`src/rtl/core/ntc_pkg.sv`:
```
// ----------------------------------------------------------------------------
// ntc_pkg: shared types, constants and helpers
// Character codes, the token passed between the neighbor stage and the
// bracket filter, and the byte classification functions.
// ----------------------------------------------------------------------------
package ntc_pkg;

  // Default held-whitespace capacity and the per-transaction result limit
  parameter int NTC_PENDING_DEPTH = 16;
  parameter int NTC_MAX_RESULTS   = 20;
  parameter int NTC_SCW           = $clog2(NTC_MAX_RESULTS + 1);

  // Character codes
  localparam logic [7:0] CH_O_LOWER = 8'h6F;  // o
  localparam logic [7:0] CH_O_UPPER = 8'h4F;  // O
  localparam logic [7:0] CH_UNDER   = 8'h5F;  // _
  localparam logic [7:0] CH_DASH    = 8'h2D;  // -
  localparam logic [7:0] CH_ZERO    = 8'h30;  // 0
  localparam logic [7:0] CH_COLON   = 8'h3A;  // :
  localparam logic [7:0] CH_SEMI    = 8'h3B;  // ;
  localparam logic [7:0] CH_LPAREN  = 8'h28;  // (
  localparam logic [7:0] CH_RPAREN  = 8'h29;  // )
  localparam logic [7:0] CH_SPACE   = 8'h20;
  localparam logic [7:0] CH_TAB     = 8'h09;
  localparam logic [7:0] CH_CR      = 8'h0D;

  // Up to two mapped bytes per input transaction, plus the line end flag
  typedef struct packed {
    logic       b1_keep;   // mapped held byte survives
    logic [7:0] b1;
    logic       b2_keep;   // mapped final byte survives (line end only)
    logic [7:0] b2;
    logic       line_end;
  } ntc_tok_t;

  typedef struct packed {
    logic       keep;
    logic [7:0] value;
  } ntc_map_t;

  function automatic logic is_letter(input logic [7:0] c);
    return ((c >= 8'h61) && (c <= 8'h7A)) || ((c >= 8'h41) && (c <= 8'h5A));
  endfunction

  function automatic logic likely_letter(input logic [7:0] c);
    return is_letter(c) && (c != CH_O_LOWER) && (c != CH_O_UPPER);
  endfunction

  function automatic logic is_ws(input logic [7:0] c);
    return (c == CH_SPACE) || ((c >= CH_TAB) && (c <= CH_CR));
  endfunction

  // Neighbor-based mapping of one byte
  function automatic ntc_map_t map_byte(
    input logic [7:0] c,
    input logic       has_prev,
    input logic [7:0] prev,
    input logic       has_next,
    input logic [7:0] next,
    input logic       excl
  );
    ntc_map_t r;
    r.keep  = 1'b1;
    r.value = c;
    if (((c == CH_O_LOWER) || (c == CH_O_UPPER)) &&
        (!has_prev || !likely_letter(prev)) &&
        (!has_next || !likely_letter(next))) begin
      r.value = CH_ZERO;
    end else if (c == CH_UNDER) begin
      r.value = CH_DASH;
    end else if (excl && (is_letter(c) || (c == CH_COLON) || (c == CH_SEMI))) begin
      r.keep = 1'b0;
    end
    return r;
  endfunction

endpackage

```
`src/rtl/core/ntc_tokenizer.sv`:
```
// ----------------------------------------------------------------------------
// ntc_tokenizer: neighbor stage
// Holds one byte back so each byte sees its original neighbors, applies the
// o/O, underscore and tag-exclusion rules, and registers a token.
// ----------------------------------------------------------------------------
module ntc_tokenizer
  import ntc_pkg::*;
(
  input  logic       clk,
  input  logic       rst,
  input  logic       cfg_we,
  input  logic       cfg_wdata,
  input  logic       in_valid,
  output logic       in_ready,
  input  logic [7:0] text_byte,
  input  logic       line_last,
  output logic       tok_valid,
  input  logic       tok_ready,
  output ntc_tok_t   tok
);

  logic       exclude_tags;
  logic [7:0] prev_orig;
  logic       prev_present;
  logic [7:0] delayed_byte;
  logic       delayed_valid;

  logic       accept;
  ntc_map_t   map1;
  ntc_map_t   map2;
  logic       p2_present;
  logic [7:0] p2_byte;
  ntc_tok_t   tok_next;

  assign in_ready = !tok_valid || tok_ready;
  assign accept   = in_valid && in_ready;

  // Held byte sees the new byte as its right neighbor
  assign map1 = map_byte(delayed_byte, prev_present, prev_orig, 1'b1, text_byte,
                         exclude_tags);

  // Final byte of a line: left neighbor is the held byte if there is one
  assign p2_present = delayed_valid || prev_present;
  assign p2_byte    = delayed_valid ? delayed_byte : prev_orig;
  assign map2 = map_byte(text_byte, p2_present, p2_byte, 1'b0, 8'h00, exclude_tags);

  always_comb begin
    tok_next.b1_keep  = delayed_valid && map1.keep;
    tok_next.b1       = map1.value;
    tok_next.b2_keep  = line_last && map2.keep;
    tok_next.b2       = map2.value;
    tok_next.line_end = line_last;
  end

  // Control state, config register and neighbor history
  always_ff @(posedge clk) begin
    if (rst) begin
      exclude_tags  <= 1'b1;
      tok_valid     <= 1'b0;
      prev_orig     <= '0;
      prev_present  <= 1'b0;
      delayed_byte  <= '0;
      delayed_valid <= 1'b0;
    end else begin
      if (cfg_we) begin
        exclude_tags <= cfg_wdata;
      end
      if (accept) begin
        tok_valid <= 1'b1;
        if (line_last) begin
          prev_orig     <= '0;
          prev_present  <= 1'b0;
          delayed_byte  <= '0;
          delayed_valid <= 1'b0;
        end else begin
          delayed_byte  <= text_byte;
          delayed_valid <= 1'b1;
          if (delayed_valid) begin
            prev_orig    <= delayed_byte;
            prev_present <= 1'b1;
          end
        end
      end else if (tok_ready) begin
        tok_valid <= 1'b0;
      end
    end
  end

  // Token payload
  always_ff @(posedge clk) begin
    if (accept) begin
      tok <= tok_next;
    end
  end

  // History is only present behind a held byte
  a_prev_needs_held: assert property (@(posedge clk) disable iff (rst)
    prev_present |-> delayed_valid)
    else $error("left-neighbor history without a held byte");

  // A line end clears the held byte
  a_last_clears: assert property (@(posedge clk) disable iff (rst)
    (accept && line_last) |=> !delayed_valid && !prev_present)
    else $error("line state not cleared after final byte");

  // Only a line-end token carries a final byte
  a_b2_only_at_end: assert property (@(posedge clk) disable iff (rst)
    (tok_valid && !tok.line_end) |-> !tok.b2_keep)
    else $error("final byte in a token without line end");

endmodule

```
`src/rtl/core/ntc_bracket_filter.sv`:
```
// ----------------------------------------------------------------------------
// ntc_bracket_filter: empty bracket removal and result sequencing
// Holds an open bracket and the whitespace after it, drops an empty pair,
// flushes held bytes one per cycle unless stalled, tags each line's last result.
// ----------------------------------------------------------------------------
module ntc_bracket_filter
  import ntc_pkg::*;
#(
  parameter int PENDING_DEPTH = NTC_PENDING_DEPTH
) (
  input  logic       clk,
  input  logic       rst,
  input  logic       tok_valid,
  output logic       tok_ready,
  input  ntc_tok_t   tok,
  output logic       out_valid,
  input  logic       out_ready,
  output logic [7:0] out_byte,
  output logic       has_byte,
  output logic       out_last
);

  localparam int CW = $clog2(PENDING_DEPTH + 1);
  localparam int PW = (PENDING_DEPTH > 1) ? $clog2(PENDING_DEPTH) : 1;

  typedef enum logic [2:0] {
    P_B1, P_B2, P_END, P_FLUSH_OPEN, P_FLUSH_WS, P_TAIL, P_FINAL
  } phase_t;

  typedef enum logic [2:0] {
    ACT_EMIT, ACT_OPEN, ACT_CLOSE, ACT_STORE, ACT_FLUSH
  } act_t;

  // What one byte does to the bracket state
  function automatic act_t byte_action(input logic [7:0] b, input logic is_open,
                                       input logic is_full);
    act_t a;
    if (is_open) begin
      if (b == CH_RPAREN) begin
        a = ACT_CLOSE;
      end else if (is_ws(b)) begin
        a = is_full ? ACT_FLUSH : ACT_STORE;
      end else begin
        a = ACT_FLUSH;
      end
    end else begin
      a = (b == CH_LPAREN) ? ACT_OPEN : ACT_EMIT;
    end
    return a;
  endfunction

  // State
  phase_t             phase, phase_next;
  phase_t             ret_phase, ret_next;
  logic               bracket_open, open_next;
  logic [CW-1:0]      pend_count, cnt_next;
  logic [PW-1:0]      fptr, fptr_next;
  logic [7:0]         tail_byte, tail_byte_next;
  logic               tail_has, tail_has_next;
  logic [7:0]         stash_byte;
  logic               stash_valid;
  logic [NTC_SCW-1:0] scount;

  logic [7:0]         pend_mem [PENDING_DEPTH];
  logic [7:0]         rd_data;

  // Per-cycle control
  logic               en;
  logic               emit, emit_ok, final_en, wr_en, do_act, flush_done;
  logic [7:0]         emit_data, act_data;
  logic               act_open, act_full;
  phase_t             adv;
  act_t               action;

  // Output register load
  logic               out_load;
  logic [7:0]         load_byte;
  logic               load_has, load_last;

  assign en       = tok_valid && (!out_valid || out_ready);
  assign act_full = (pend_count == CW'(PENDING_DEPTH));

  // Sequencer: one step of the current token per cycle unless the output stalls
  always_comb begin
    phase_next     = phase;
    ret_next       = ret_phase;
    open_next      = bracket_open;
    cnt_next       = pend_count;
    fptr_next      = fptr;
    tail_byte_next = tail_byte;
    tail_has_next  = tail_has;
    emit           = 1'b0;
    emit_data      = '0;
    final_en       = 1'b0;
    wr_en          = 1'b0;
    do_act         = 1'b0;
    flush_done     = 1'b0;
    act_data       = tok.b1;
    act_open       = bracket_open;
    adv            = phase;
    action         = ACT_EMIT;
    if (en) begin
      unique case (phase)
        P_B1: begin
          adv      = tok.line_end ? P_B2 : P_B1;
          act_data = tok.b1;
          do_act   = tok.b1_keep;
          if (!tok.b1_keep) phase_next = adv;
        end
        P_B2: begin
          adv      = P_END;
          act_data = tok.b2;
          do_act   = tok.b2_keep;
          if (!tok.b2_keep) phase_next = adv;
        end
        P_END: begin
          if (bracket_open) begin
            phase_next    = P_FLUSH_OPEN;
            tail_has_next = 1'b0;
            ret_next      = P_FINAL;
          end else begin
            phase_next = P_FINAL;
          end
        end
        P_FLUSH_OPEN: begin
          emit      = 1'b1;
          emit_data = CH_LPAREN;
          if (pend_count == '0) begin
            flush_done = 1'b1;
          end else begin
            phase_next = P_FLUSH_WS;
            fptr_next  = '0;
          end
        end
        P_FLUSH_WS: begin
          emit      = 1'b1;
          emit_data = rd_data;
          if (CW'(fptr) + CW'(1) == pend_count) begin
            flush_done = 1'b1;
          end else begin
            fptr_next = fptr + PW'(1);
          end
        end
        P_TAIL: begin
          adv      = ret_phase;
          act_data = tail_byte;
          act_open = 1'b0;
          do_act   = 1'b1;
        end
        P_FINAL: begin
          final_en   = 1'b1;
          phase_next = P_B1;
        end
        default: phase_next = P_B1;
      endcase

      // End of a flush: bracket no longer open
      if (flush_done) begin
        open_next  = 1'b0;
        cnt_next   = '0;
        phase_next = tail_has ? P_TAIL : ret_phase;
      end

      // Apply the bracket action of the selected byte
      if (do_act) begin
        action     = byte_action(act_data, act_open, act_full);
        phase_next = adv;
        case (action)
          ACT_EMIT: begin
            emit      = 1'b1;
            emit_data = act_data;
          end
          ACT_OPEN: begin
            open_next = 1'b1;
            cnt_next  = '0;
          end
          ACT_CLOSE: begin
            open_next = 1'b0;
            cnt_next  = '0;
          end
          ACT_STORE: begin
            wr_en    = 1'b1;
            cnt_next = pend_count + CW'(1);
          end
          ACT_FLUSH: begin
            phase_next     = P_FLUSH_OPEN;
            tail_byte_next = act_data;
            tail_has_next  = 1'b1;
            ret_next       = adv;
          end
          default: ;
        endcase
      end
    end
  end

  // Token is done when the sequencer returns to its first phase
  assign tok_ready = en && (phase_next == P_B1);

  // Results beyond the per-transaction limit are dropped
  assign emit_ok = emit && (scount != NTC_SCW'(NTC_MAX_RESULTS));

  // Result routing: a line's results pass through the stash so the last
  // kept one can carry the line end flag
  always_comb begin
    out_load  = 1'b0;
    load_byte = '0;
    load_has  = 1'b1;
    load_last = 1'b0;
    if (final_en) begin
      out_load  = 1'b1;
      load_byte = stash_valid ? stash_byte : 8'h00;
      load_has  = stash_valid;
      load_last = 1'b1;
    end else if (emit_ok) begin
      if (tok.line_end) begin
        out_load  = stash_valid;
        load_byte = stash_byte;
      end else begin
        out_load  = 1'b1;
        load_byte = emit_data;
      end
    end
  end

  // State and output register
  always_ff @(posedge clk) begin
    if (rst) begin
      phase        <= P_B1;
      ret_phase    <= P_B1;
      bracket_open <= 1'b0;
      pend_count   <= '0;
      fptr         <= '0;
      tail_has     <= 1'b0;
      stash_valid  <= 1'b0;
      scount       <= '0;
      out_valid    <= 1'b0;
    end else begin
      phase        <= phase_next;
      ret_phase    <= ret_next;
      bracket_open <= open_next;
      pend_count   <= cnt_next;
      fptr         <= fptr_next;
      tail_has     <= tail_has_next;
      tail_byte    <= tail_byte_next;
      if (tok_ready) begin
        scount <= '0;
      end else if (emit_ok) begin
        scount <= scount + NTC_SCW'(1);
      end
      if (final_en) begin
        stash_valid <= 1'b0;
      end else if (emit_ok && tok.line_end) begin
        stash_valid <= 1'b1;
        stash_byte  <= emit_data;
      end
      if (out_load) begin
        out_valid <= 1'b1;
        out_byte  <= load_byte;
        has_byte  <= load_has;
        out_last  <= load_last;
      end else if (out_ready) begin
        out_valid <= 1'b0;
      end
    end
  end

  // Held whitespace buffer
  always_ff @(posedge clk) begin
    if (wr_en) begin
      pend_mem[pend_count[PW-1:0]] <= act_data;
    end
    rd_data <= pend_mem[fptr_next];
  end

  // An end marker always closes a line
  a_marker_is_last: assert property (@(posedge clk) disable iff (rst)
    (out_valid && !has_byte) |-> out_last)
    else $error("end marker without line end flag");

  // Whitespace is held only behind an open bracket
  a_count_needs_open: assert property (@(posedge clk) disable iff (rst)
    !bracket_open |-> (pend_count == '0))
    else $error("held whitespace without open bracket");

  // Stash is used only while a line-end token is in work
  a_stash_in_end: assert property (@(posedge clk) disable iff (rst)
    stash_valid |-> (tok_valid && tok.line_end))
    else $error("stashed result outside line end");

  // Buffer and result counters stay in range
  a_counts_range: assert property (@(posedge clk) disable iff (rst)
    (pend_count <= CW'(PENDING_DEPTH)) &&
    (scount <= NTC_SCW'(NTC_MAX_RESULTS)))
    else $error("counter out of range");

endmodule

```
`src/rtl/core/numeric_text_cleanup_core.sv`:
```
// Latency: a non-final byte is held until the next byte arrives; its result
//   then passes through the token register and the filter's output register.
// Throughput: 1 byte per cycle unless the output stalls; a final byte steps
//   through filter phases B1, B2, END and FINAL, and a flush emits the held
//   bracket, its held bytes and then any byte that ended the bracket, in turn.
// Reset (rst, synchronous): control state cleared, exclude_tags set to 1; the
//   whitespace buffer is not cleared.
// ----------------------------------------------------------------------------
// numeric_text_cleanup_core: top level of the OCR number-line cleaner
// Neighbor stage feeding the empty-bracket filter and result sequencer.
// ----------------------------------------------------------------------------
module numeric_text_cleanup_core
  import ntc_pkg::*;
#(
  parameter int PENDING_DEPTH = NTC_PENDING_DEPTH
) (
  input  logic       clk,
  input  logic       rst,
  input  logic       cfg_we,
  input  logic       cfg_wdata,
  input  logic       in_valid,
  output logic       in_ready,
  input  logic [7:0] text_byte,
  input  logic       line_last,
  output logic       out_valid,
  input  logic       out_ready,
  output logic [7:0] out_byte,
  output logic       has_byte,
  output logic       out_last
);

  logic     tok_valid;
  logic     tok_ready;
  ntc_tok_t tok;

  // Neighbor rules and tag exclusion
  ntc_tokenizer u_tokenizer (
    .clk       (clk),
    .rst       (rst),
    .cfg_we    (cfg_we),
    .cfg_wdata (cfg_wdata),
    .in_valid  (in_valid),
    .in_ready  (in_ready),
    .text_byte (text_byte),
    .line_last (line_last),
    .tok_valid (tok_valid),
    .tok_ready (tok_ready),
    .tok       (tok)
  );

  // Empty bracket removal and output sequencing
  ntc_bracket_filter #(
    .PENDING_DEPTH (PENDING_DEPTH)
  ) u_filter (
    .clk       (clk),
    .rst       (rst),
    .tok_valid (tok_valid),
    .tok_ready (tok_ready),
    .tok       (tok),
    .out_valid (out_valid),
    .out_ready (out_ready),
    .out_byte  (out_byte),
    .has_byte  (has_byte),
    .out_last  (out_last)
  );

endmodule
```
`config.mk`:
```
export PLATFORM = sky130hd
export DESIGN_NAME = numeric_text_cleanup_core
export DESIGN_NICKNAME = d
export VERILOG_FILES = /design/src/rtl/core/ntc_pkg.sv /design/src/rtl/core/ntc_tokenizer.sv /design/src/rtl/core/ntc_bracket_filter.sv /design/src/rtl/core/numeric_text_cleanup_core.sv
export SDC_FILE = /design/constraint.sdc
export NUM_CORES = 1
export LEC_CHECK = 0
export ABC_AREA = 1
export BUFFER_PORTS_ARGS = -buffer_cell sky130_fd_sc_hd__buf_2
export CELL_PAD_IN_SITES_DETAIL_PLACEMENT = 1
export CELL_PAD_IN_SITES_GLOBAL_PLACEMENT = 1
export CORE_ASPECT_RATIO = 0.8
export CORE_UTILIZATION = 51
export CTS_BUF_LIST = sky130_fd_sc_hd__clkbuf_4 sky130_fd_sc_hd__clkbuf_8
export DETAILED_ROUTE_END_ITERATION = 7
export HOLD_SLACK_MARGIN = 0.12
export PLACE_DENSITY = 0.88
export SLEW_MARGIN = 20
export SYNTH_ARGS = -nofsm -noshare
export SYNTH_HDL_FRONTEND = slang
export SYNTH_SLANG_ARGS = --single-unit
```
`constraint.sdc`:
```
create_clock -name clk -period 3 [get_ports clk]
set_input_delay 0.3 -clock clk [delete_from_list [all_inputs] [get_ports clk]]
set_output_delay 0.3 -clock clk [all_outputs]
set_load 0.01 [all_outputs]
```
Yosys cells after proc, flatten, opt, wreduce, memory -nomap -nowiden
Memories as Yosys holds them, arrays and structs flattened. A register that Yosys moved wholly into a read port is not among the register bits.
Cells that the tools add are included.
{ "classes": {"order_cmp": 18, "addsub": 4, "n_bitwise": 2, "n_eq_ne": 32, "mux": 89, "reduce_logical": 68} }
{ "ops": {"columns": ["cell", "n"], "rows": [
  ["2-to-1 mux 8 bit", 12],
  ["greater-or-equal comparator 8 x 7 -> 1 bit (second input constant)", 8],
  ["<= comparator 8 x 7 -> 1 bit (second input constant)", 8],
  ["2-to-1 mux 3 bit", 19],
  ["equality test 8 x 6 -> 1 bit (second input constant)", 7],
  ["equality test 8 x 7 -> 1 bit (second input constant)", 6],
  ["!= test 8 x 7 -> 1 bit (second input constant)", 6],
  ["2-to-1 mux 1 bit", 42],
  ["one-hot mux 8 bit (2 select lines)", 2],
  ["logical AND 1 bit", 27],
  ["2-to-1 mux 5 bit", 4],
  ["logical OR 1 bit", 16],
  ["one-hot mux 3 bit (5 select lines)", 1],
  ["OR reduction 2 bit", 7],
  ["equality test 3 x 2 -> 1 bit (second input constant)", 4],
  ["equality test 3 bit (second input constant)", 4],
  ["2-to-1 mux 4 bit", 3],
  ["adder 5 x 1 -> 5 bit (second input constant)", 2],
  ["one-hot mux 5 bit (2 select lines)", 1],
  ["logical NOT 3 bit", 3],
  ["one-hot mux 3 bit (3 select lines)", 1],
  ["greater-or-equal comparator 8 x 4 -> 1 bit (second input constant)", 1],
  ["<= comparator 8 x 4 -> 1 bit (second input constant)", 1],
  ["one-hot mux 4 bit (2 select lines)", 1],
  ["15 further kinds", 27]
]} }
{ "totals": {"input_bits": 15, "ram_bits": 128, "regBits": 89, "wordCells": 241, "output_inout_bits": 12, "n_memories": 1} }
{ "memory_table": {"columns": ["name", "depth", "word_bits", "read_ports", "rd_clocked_by_memory_dff", "wr", "line_no", "rtl"], "rows": [
  ["u_filter.pend_mem", 16, 8, 1, 1, 1, "ntc_bracket_filter.sv:64", "logic [7:0] pend_mem [PENDING_DEPTH];"]
]} }

Longest topological paths before layout
Gate-level depths: netlist (run 1).
{ "logic_depth": {"word_depth": 21, "mapped_depth": 22} }

Cells and area by module
From an unflattened synthesis (run 1), not the netlist that was laid out.
{ "hier_totals": {"cells_unflattened": 1262, "hier_area_um2": 11076.9} }
{ "by_module_without_submodules": {"columns": ["mod", "cells_per_inst", "n_inst", "area_per_inst_um2", "seq_area_each_um2"], "rows": [
  ["ntc_bracket_filter", 1034, 1, 9281.4, 5265.0],
  ["ntc_tokenizer", 228, 1, 1795.5, 950.9]
]} }

Least setup slack after synthesis (run 1)
No wires, ideal clock.
{ "synth_path": {"path_kind": "register -> register", "from": "register u_filter.fptr[0]", "to": "register, netlist name u_tokenizer.tok[0]", "t_arrival_ns": 2.301, "stages_incl_launch_ff": 15, "slack_ns": 0.288, "n_path_buf": 0, "path_cell_list": "dfxtp_1 -> ha_1 -> nand2_1 -> o21ai_0 -> nand3_1 -> nor2_1 -> nand3_1 -> nand2_2 -> nand3_1 -> a21oi_1 -> a21oi_4 -> nand3_2 -> nand2_4 -> nand2_4 -> clkinv_1"} }
{ "synth_via": {"elab_chain_cells": 12} }
{ "synth_rtl": {"columns": ["element", "line_no", "rtl"], "rows": [
  ["start: declaration", "ntc_bracket_filter.sv:57", "logic [PW-1:0] fptr, fptr_next;"],
  ["start signal: assignment", "ntc_bracket_filter.sv:243", "fptr <= fptr_next;"],
  ["adder 4 x 1 -> 5 bit", "ntc_bracket_filter.sv:138", "if (CW'(fptr) + CW'(1) == pend_count) begin"],
  ["equality test 5 bit", "ntc_bracket_filter.sv:138", null],
  ["2-to-1 mux 1 bit", "ntc_bracket_filter.sv:138", null],
  ["one-hot mux 1 bit (2 select lines)", "ntc_bracket_filter.sv:103", "unique case (phase)"],
  ["2-to-1 mux 1 bit", "ntc_bracket_filter.sv:102", "if (en) begin"],
  ["2-to-1 mux 3 bit", "ntc_bracket_filter.sv:158", "if (flush_done) begin"],
  ["2-to-1 mux 3 bit", "ntc_bracket_filter.sv:165", "if (do_act) begin"],
  ["2-to-1 mux 3 bit", "ntc_bracket_filter.sv:102", null],
  ["logical NOT 3 bit", "ntc_bracket_filter.sv:198", "assign tok_ready = en && (phase_next == P_B1);"],
  ["logical AND 1 bit", "ntc_bracket_filter.sv:198", null],
  ["logical OR 1 bit", "ntc_tokenizer.sv:35", "assign in_ready = !tok_valid || tok_ready;"],
  ["logical AND 1 bit", "ntc_tokenizer.sv:36", "assign accept = in_valid && in_ready;"],
  ["named net u_tokenizer.accept", "ntc_tokenizer.sv:28", "logic accept;"]
]} }
The timed path passes the listed nets, and every way through them passes these cells. The select of a mux whose other input is x is not followed.
A chain may end at the register's enable or synchronous reset.

Worst setup path after layout (run 1)
{ "layout_path": {"from": "register u_filter.phase[0]", "to": "register u_filter.rd_data[3] (read register of u_filter.pend_mem)"} }
{ "layout_via": {"elab_chain_cells": 3, "elab_cells_between_ends": 4} }
{ "layout_rtl": {"columns": ["element", "line_no", "rtl"], "rows": [
  ["start: declaration", "ntc_bracket_filter.sv:53", "phase_t phase, phase_next;"],
  ["start signal: assignment", "ntc_bracket_filter.sv:239", "phase <= phase_next;"],
  ["equality test 3 bit or equality test 3 x 2 -> 1 bit (tied branches)", "ntc_bracket_filter.sv:103", null],
  ["one-hot mux 4 bit (2 select lines) (*)", "ntc_bracket_filter.sv:103", null],
  ["2-to-1 mux 4 bit (*)", "ntc_bracket_filter.sv:102", null],
  ["end: declaration", "ntc_bracket_filter.sv:65", "logic [7:0] rd_data;"]
]} }
Mark *: on every way between the ends. The rest lies on a longest branch, timed or not.

==> flow_metrics.env, run 1 <==
export IMPL_outcome="finished with violations"
export IMPL_violations="setup timing"
export IMPL_rows=46
export IMPL_yosysTopAreaCell="edfxtp_1"
export IMPL_power_w=0.007302
export IMPL_tns_ns=-0.2313
export IMPL_grt_max_degree=66
export IMPL_gp_congestion=0.9198
export IMPL_hold_depth=2
export IMPL_path_class="flop to flop"
export IMPL_die_area_sq_mm=0.02089
export IMPL_grt_overflow=0
export IMPL_synth_top_area_share=0.5014
export IMPL_pwr_density_cell_mw_per_mm2=606.0
export IMPL_tritoncts="done"
export IMPL_worst_clock_skew_ns=0.03885
export IMPL_grt_pass1_wl_microns=48580
export IMPL_final_cell_area_sq_mm=0.01205
export IMPL_routed_wl_microns=33400
export IMPL_syn_inst=1058
export IMPL_core_area_sq_mm=0.01986
export IMPL_die_h_microns=129.5
export IMPL_power_leakage_nw=4.515
export IMPL_r2r_end="u_filter.rd_data[3]"
export IMPL_cts_sinks=224
export IMPL_vias=8734
export IMPL_synth_edff_count=173
export IMPL_numPortBuffers=26
export IMPL_antenna_found_initial=0
export IMPL_finalMaxSlewViolations=0
export IMPL_synth_seq_area_share=0.5999
export IMPL_track_usage=0.3066
export IMPL_critPathLaunchType="flop"
export IMPL_clk_latency_ns=0.55
export IMPL_critical_path_peak_fanout=26
export IMPL_postSynth_asyncResetShare=0
export IMPL_fin_ws_ns=-0.1006
export IMPL_r2r_start="u_filter.phase[0]"
export IMPL_crit_path_end_kind="flop"
export IMPL_hold_class="primary input to flop"
export IMPL_cts_htree_levels=2
export IMPL_place_area_sq_mm=0.01096
export IMPL_fillCellCount=2178
export IMPL_synth_flop_cell="edfxtp_1"
export IMPL_io_pins=27
export IMPL_setup_violations=3
export IMPL_fin_crit_sh=1.034
export IMPL_rsz0062_at_grt="true"
export IMPL_viasPerCell=6.069
export IMPL_yosys_top_cells_area="edfxtp_1 50%, dfxtp_1 9.9%, nor2_1 6.5%, nand2_1 5.5%, o21ai_0 4.9%"
export IMPL_reg2regPathDepth=13
export IMPL_drc=0
export IMPL_cts_buffers=38
export IMPL_die_width_microns=161.4
export IMPL_areaGrowthSynthToFinish_pct=16.29
export IMPL_final_common_cell="edfxtp_1"
export IMPL_cts_buffer_depth=3
export IMPL_drive_above_1_share=0.2068
export IMPL_grt_pass1_vias=8594
export IMPL_syn_nets=1080
export IMPL_drt_iter0_drc=1077
export IMPL_pre_cts_slack_ns=-0.06132
export IMPL_ant_nets=0
export IMPL_crit_arrival_ns=3.59
export IMPL_min_period_ns=3.101
export IMPL_hold_viol_final=0
export IMPL_worst_pin_slew_ns=0.8253
export IMPL_fmax_ghz=0.3225
export IMPL_regToRegSetupSlack_ns=-0.10
export IMPL_holdPathEnd="u_filter.phase[0]"
export IMPL_nNetsFinal=1174
export IMPL_syn_area_sq_mm=0.01036
export IMPL_synth_avg_cell_area_sq_um=9.793
export IMPL_slew_headroom=0.4447
export IMPL_vdd_drop_max_v=0.0003275
export IMPL_dr_pass1_iters=5
export IMPL_dp_hpwl_microns=21470
export IMPL_yosysWarnings=0
export IMPL_whs_ns=0.1508
export IMPL_layout_common_cells="173 x edfxtp_1, 172 x nor2_1, 147 x nand2_1"
export IMPL_diodes=0
export IMPL_ys_ff_latch=224
export IMPL_wire_per_inst_microns=23.21
export IMPL_cap_violations=0
export IMPL_cts_root_buf="clkbuf_8"
export IMPL_crit_required_ns=3.49
export IMPL_synth_lib_cells_used_distinct=48
export IMPL_start_util=0.5218
export IMPL_min_delay_start="rst"
export IMPL_cts_reportedPaths_clkPinSlew_ns=0.07
how the worst max path moves through the flow:
stage                                    to  cells past startpoint               from
floorplan                u_tokenizer.tok[0]                     14   u_filter.fptr[0]
global placement    u_filter.pend_mem[6][2]                     16  u_filter.phase[0]
detailed placement      u_filter.rd_data[2]                     18   u_filter.fptr[1]
CTS                                in_ready                     17  u_filter.phase[0]
global route            u_filter.rd_data[2]                     18   u_filter.fptr[0]
finish                  u_filter.rd_data[3]                     13  u_filter.phase[0]
kinds of logic after synthesis:
kind of cell	after synthesis	synth area share
and+or+nand+nor	463	0.2038
DFF	224	0.5999
AOI/OAI and AO/OA	209	0.1216
buffers and inverters	148	0.06026
xor gates and xnor gates	7	0.005917
adders and majority gates	7	0.008453
what timing repair did:
item,in CTS,in global routing
hold buffers,6,0
setup buffers,7,13
endpoints found under the hold margin,5,0
endpoints found under the setup margin,105,179
pin swaps,4,16
gates resized for setup,16,42
synth_stat cells (all sizes together), types with 2 or more instances:
| master | count |
|---|---|
| clkinv | 3 |
| o221ai | 25 |
| a31oi | 5 |
| dfxtp | 51 |
| nor4 | 5 |
| or2 | 2 |
| nand2 | 166 |
| o211ai | 14 |
| nand3 | 75 |
| a21oi | 48 |
| clkbuf | 29 |
| nand4 | 17 |
| nor3 | 8 |
| inv | 95 |
| buf | 21 |
| edfxtp | 173 |
| ha | 7 |
| o311ai | 2 |
| nor2 | 189 |
| o21ai | 107 |
| xor2 | 6 |
per-stage QoR:
stage	std cells	util
finish	1439	0.6068
global route	1439	0.6068
CTS	1426	0.5945
detailed placement	1350	0.5519
global placement	1350	0.5519
floorplan	1058	-
registers in the layout, summed over array words and instances (netlist names), 3 cells and up:
name and flops:
u_filter.out_byte 8, u_tokenizer.delayed_byte 8, u_filter.pend_count 5, u_filter.stash_byte 8
u_filter.ret_phase 3, u_tokenizer.prev_orig 7, u_filter.tail_byte 8, u_filter.rd_data 8
u_filter.phase 3, u_filter.pend_mem 128, u_filter.scount 5, u_tokenizer.tok 19
u_filter.fptr 4
power breakdown:
part | total [W] | switching (W) | internal [W]
Combinational | 0.00110 | 0.000770 | 0.000328
Sequential | 0.00358 | 0.0000923 | 0.00349
Clock | 0.00262 | 0.00126 | 0.00136
layout make-up:
| type | instances | area (sq um) | share of cell area |
|---|---|---|---|
| sequential | 224 | 6231 | 0.5171 |
| multi-input combinational | 686 | 3649 | 0.3028 |
| timing repair buffer | 104 | 777.0 | 0.06449 |
| clock buffer | 52 | 634.4 | 0.05265 |
| inverter | 98 | 380.4 | 0.03157 |
| tap | 264 | 330.3 | 0.02741 |
| clock inverter | 11 | 47.55 | 0.003946 |
metal layers:
| metal | vias to the layer above | track usage | routed length [microns] |
|---|---|---|---|
| met5 | - | 0 | 0 |
| met2 | 411 | 0.4954 | 15640 |
| met4 | 0 | 0.09933 | 1015 |
| met1 | 4370 | 0.4204 | 14110 |
| met3 | 95 | 0.05794 | 2637 |
| li1 | 3858 | - | - |
worst max-delay path, cell delays in order, from the launching register on:
cell	delay, ns
dfxtp_4	0.39
nor2_1	0.21
inv_2	0.08
nor2_2	0.30
inv_1	0.09
nand2_1	0.19
nand2_1	0.19
o21ai_1	0.32
o21ai_4	0.21
inv_4	0.27
o21ai_0	0.18
o221ai_1	0.29
nand3_1	0.18
nand2_1	0.15
(Power assumes the default switching activity.)
==> run 2: changes to the inputs <==
--- a/config.mk
+++ b/config.mk
@@ -14,6 +14,7 @@
 export CTS_BUF_LIST = sky130_fd_sc_hd__clkbuf_4 sky130_fd_sc_hd__clkbuf_8
 export DETAILED_ROUTE_END_ITERATION = 7
 export HOLD_SLACK_MARGIN = 0.12
+export MAX_ROUTING_LAYER = met4
 export PLACE_DENSITY = 0.88
 export SLEW_MARGIN = 20
 export SYNTH_ARGS = -nofsm -noshare
==> run 2 against run 1 <==
The flow still finishes with violations (setup timing). Core utilization increased by 0.80 points. Sequential cell count unchanged. Clock power increased by 9.5%. Wire length increased by 8.9%. Worst setup slack got worse by 0.049 ns. Register-to-register slack improved by 0.06 ns. Non-clock buffer count increased by 1. Sequential power about the same. Hold slack improved by 0.0053 ns. Critical path type is now flop to output port. Critical endpoint is now in_ready.
==> flow_metrics.env, run 2 (synthesized netlist as in run 1, its figures left out) <==
export IMPL_dp_cells=1354
export IMPL_vias=8948
export IMPL_worst_clock_skew_ns=0.01770
export IMPL_largest_reg_flops=128
export IMPL_rsz0062_at_grt="true"
export IMPL_cts_reportedPaths_clkPinSlew_ns=0.06
export IMPL_fin_ws_ns=-0.1500
export IMPL_final_cell_area_sq_mm=0.01221
export IMPL_die_area_sq_mm=0.02089
export IMPL_cts_root_buf="clkbuf_8"
export IMPL_fin_crit_sh=1.050
export IMPL_cpMaxStageDelayCell="dfxtp_2"
export IMPL_cts_htree_levels=2
export IMPL_die_width_microns=161.4
export IMPL_vdd_drop_max_v=0.0003347
export IMPL_die_h_microns=129.5
export IMPL_fmax_ghz=0.3175
export IMPL_regToRegSetupSlack_ns=-0.04
export IMPL_worst_pin_slew_ns=0.7942
export IMPL_cap_violations=0
export IMPL_dr_pass1_iters=5
export IMPL_start_util=0.5218
export IMPL_nNetsFinal=1174
export IMPL_cts_buffer_depth=3
export IMPL_track_usage=0.3332
export IMPL_fin_cells=1444
export IMPL_grt_overflow=0
export IMPL_core_area_sq_mm=0.01986
export IMPL_wire_per_inst_microns=25.18
export IMPL_gp_congestion=0.9163
export IMPL_numPortBuffers=26
export IMPL_crit_required_ns=2.70
export IMPL_pwr_density_cell_mw_per_mm2=622.3
export IMPL_grt_max_degree=39
export IMPL_outcome="finished with violations"
export IMPL_rows=46
export IMPL_dp_hpwl_microns=22430
export IMPL_worst_path_buf_inv=2
export IMPL_critPathMaxStageDelay_ns=0.43
export IMPL_tritoncts="done"
export IMPL_cp_common_cell="nand2_2"
export IMPL_critical_path_peak_fanout=6
export IMPL_routed_wl_microns=36360
export IMPL_slew_headroom=0.4656
export IMPL_diodes=0
export IMPL_whs_ns=0.1561
export IMPL_drc=0
export IMPL_crit_family="simple AND/OR/NAND/NOR gates"
export IMPL_clk_latency_ns=0.57
export IMPL_critPathLaunchType="flop"
export IMPL_violations="setup timing"
export IMPL_hold_class="primary input to flop"
export IMPL_cts_buffers=37
export IMPL_place_area_sq_mm=0.01099
export IMPL_setup_violations=44
export IMPL_final_common_cell="edfxtp_1"
export IMPL_layout_common_cells="173 x edfxtp_1, 170 x nor2_1, 149 x nand2_1"
export IMPL_areaGrowthSynthToFinish_pct=17.82
export IMPL_antenna_found_initial=0
export IMPL_path_cells="nor2_4, buf_4, nand3_1, nand2_1, nor2_1, nand2_2, nor2_2, nand3_2, nand2_2, nand2_2, nand2_2, nand2_2, a21oi_4, nand3_4, nand2_8, buf_2"
export IMPL_drive_above_1_share=0.2195
export IMPL_drt_iter0_drc=1109
export IMPL_viasPerCell=6.197
export IMPL_finalMaxSlewViolations=0
export IMPL_min_period_ns=3.150
export IMPL_hold_viol_final=0
export IMPL_power_leakage_nw=4.587
export IMPL_crit_arrival_ns=2.85
export IMPL_path_class="flop to output port"
export IMPL_io_pins=27
export IMPL_ant_nets=0
export IMPL_grt_pass1_wl_microns=50730
export IMPL_crit_path_end_kind="output port"
export IMPL_cts_sinks=224
export IMPL_grt_pass1_vias=8904
==> run 2: changes by cell type in the layout (fill, tap and decap cells not counted), sizes merged <==
cell / delta
clkinv: -5
buf: +1
clkinvlp: +2
dlygate4sd3: -2
bufinv: +1
clkbuf: +8
==> run 2: per-layer routing <==
metal / share of wire / GRT usage / up-vias
li1: - / - / 3864
met1: 0.40 / 0.4279 / 4433
met2: 0.48 / 0.5228 / 531
met3: 0.088 / 0.06370 / 120
met4: 0.037 / 0.1354 / 0
met5: 0 / - / -
==> run 2: what timing repair did <==
action / in CTS / in global routing
endpoints found under the hold margin: 3 / 0
gates resized for setup: 25 / 45
gates cloned: 0 / 2
endpoints found under the setup margin: 46 / 191
pin swaps: 9 / 8
hold buffers: 4 / 0
setup buffers: 11 / 7
==> run 2: metrics by stage <==
stage,setup slack (ns),total power (W),util,TNS [ns]
after floorplan,0.2884,0.004232,-,0
after global placement,0.01331,0.004529,0.5534,0
after detailed placement,-0.2117,0.004583,0.5534,-1.721
after CTS,0.003359,0.007439,0.6030,0
after global routing,-0.2153,0.007784,0.6148,-4.022
final,-0.1500,0.007597,0.6148,-0.8209
==> run 2: where the power goes <==
part / switching (W) / leakage (nW) / internal, W
Clock: 0.00129 / 0.409 / 0.00158
Combinational: 0.000813 / 2.17 / 0.000329
Sequential: 0.0000966 / 2.00 / 0.00349
Total: 0.00220 / 4.59 / 0.00540
==> run 2: cell type report <==
cell class / count / area (sq um)
Fill cell: 2191 / 7649
Sequential cell: 224 / 6227
Multi-Input combinational cell: 686 / 3667
Timing Repair Buffer: 105 / 815.8
Clock buffer: 58 / 704.4
Inverter: 98 / 391.6
Tap cell: 264 / 330.3
Clock inverter: 9 / 71.32
==> run 2: path summary, 6_finish.rpt <==
path,end,startpoint,depth (start not counted)
setup / recovery,in_ready,u_filter.phase[1],16
hold / removal,u_tokenizer.tok[6],text_byte[5],3
setup reg to reg,u_filter.pend_mem[2][2],u_filter.phase[1],16
hold reg to reg,u_tokenizer.delayed_byte[2],u_tokenizer.delayed_byte[2],2
==> run 2: worst register-to-register path, cell delays in order, from the launching register on <==
cell	delay, ns
dfxtp_2	0.43
nor2_4	0.08
buf_4	0.15
nand3_1	0.10
nand2_1	0.09
nor2_1	0.16
nand2_2	0.12
nor2_2	0.15
nand3_2	0.10
nand2_2	0.11
nand2_2	0.11
nor2_1	0.15
nand2_1	0.18
nor2_2	0.21
nand2_1	0.18
nor2_1	0.23
buf_4	0.22
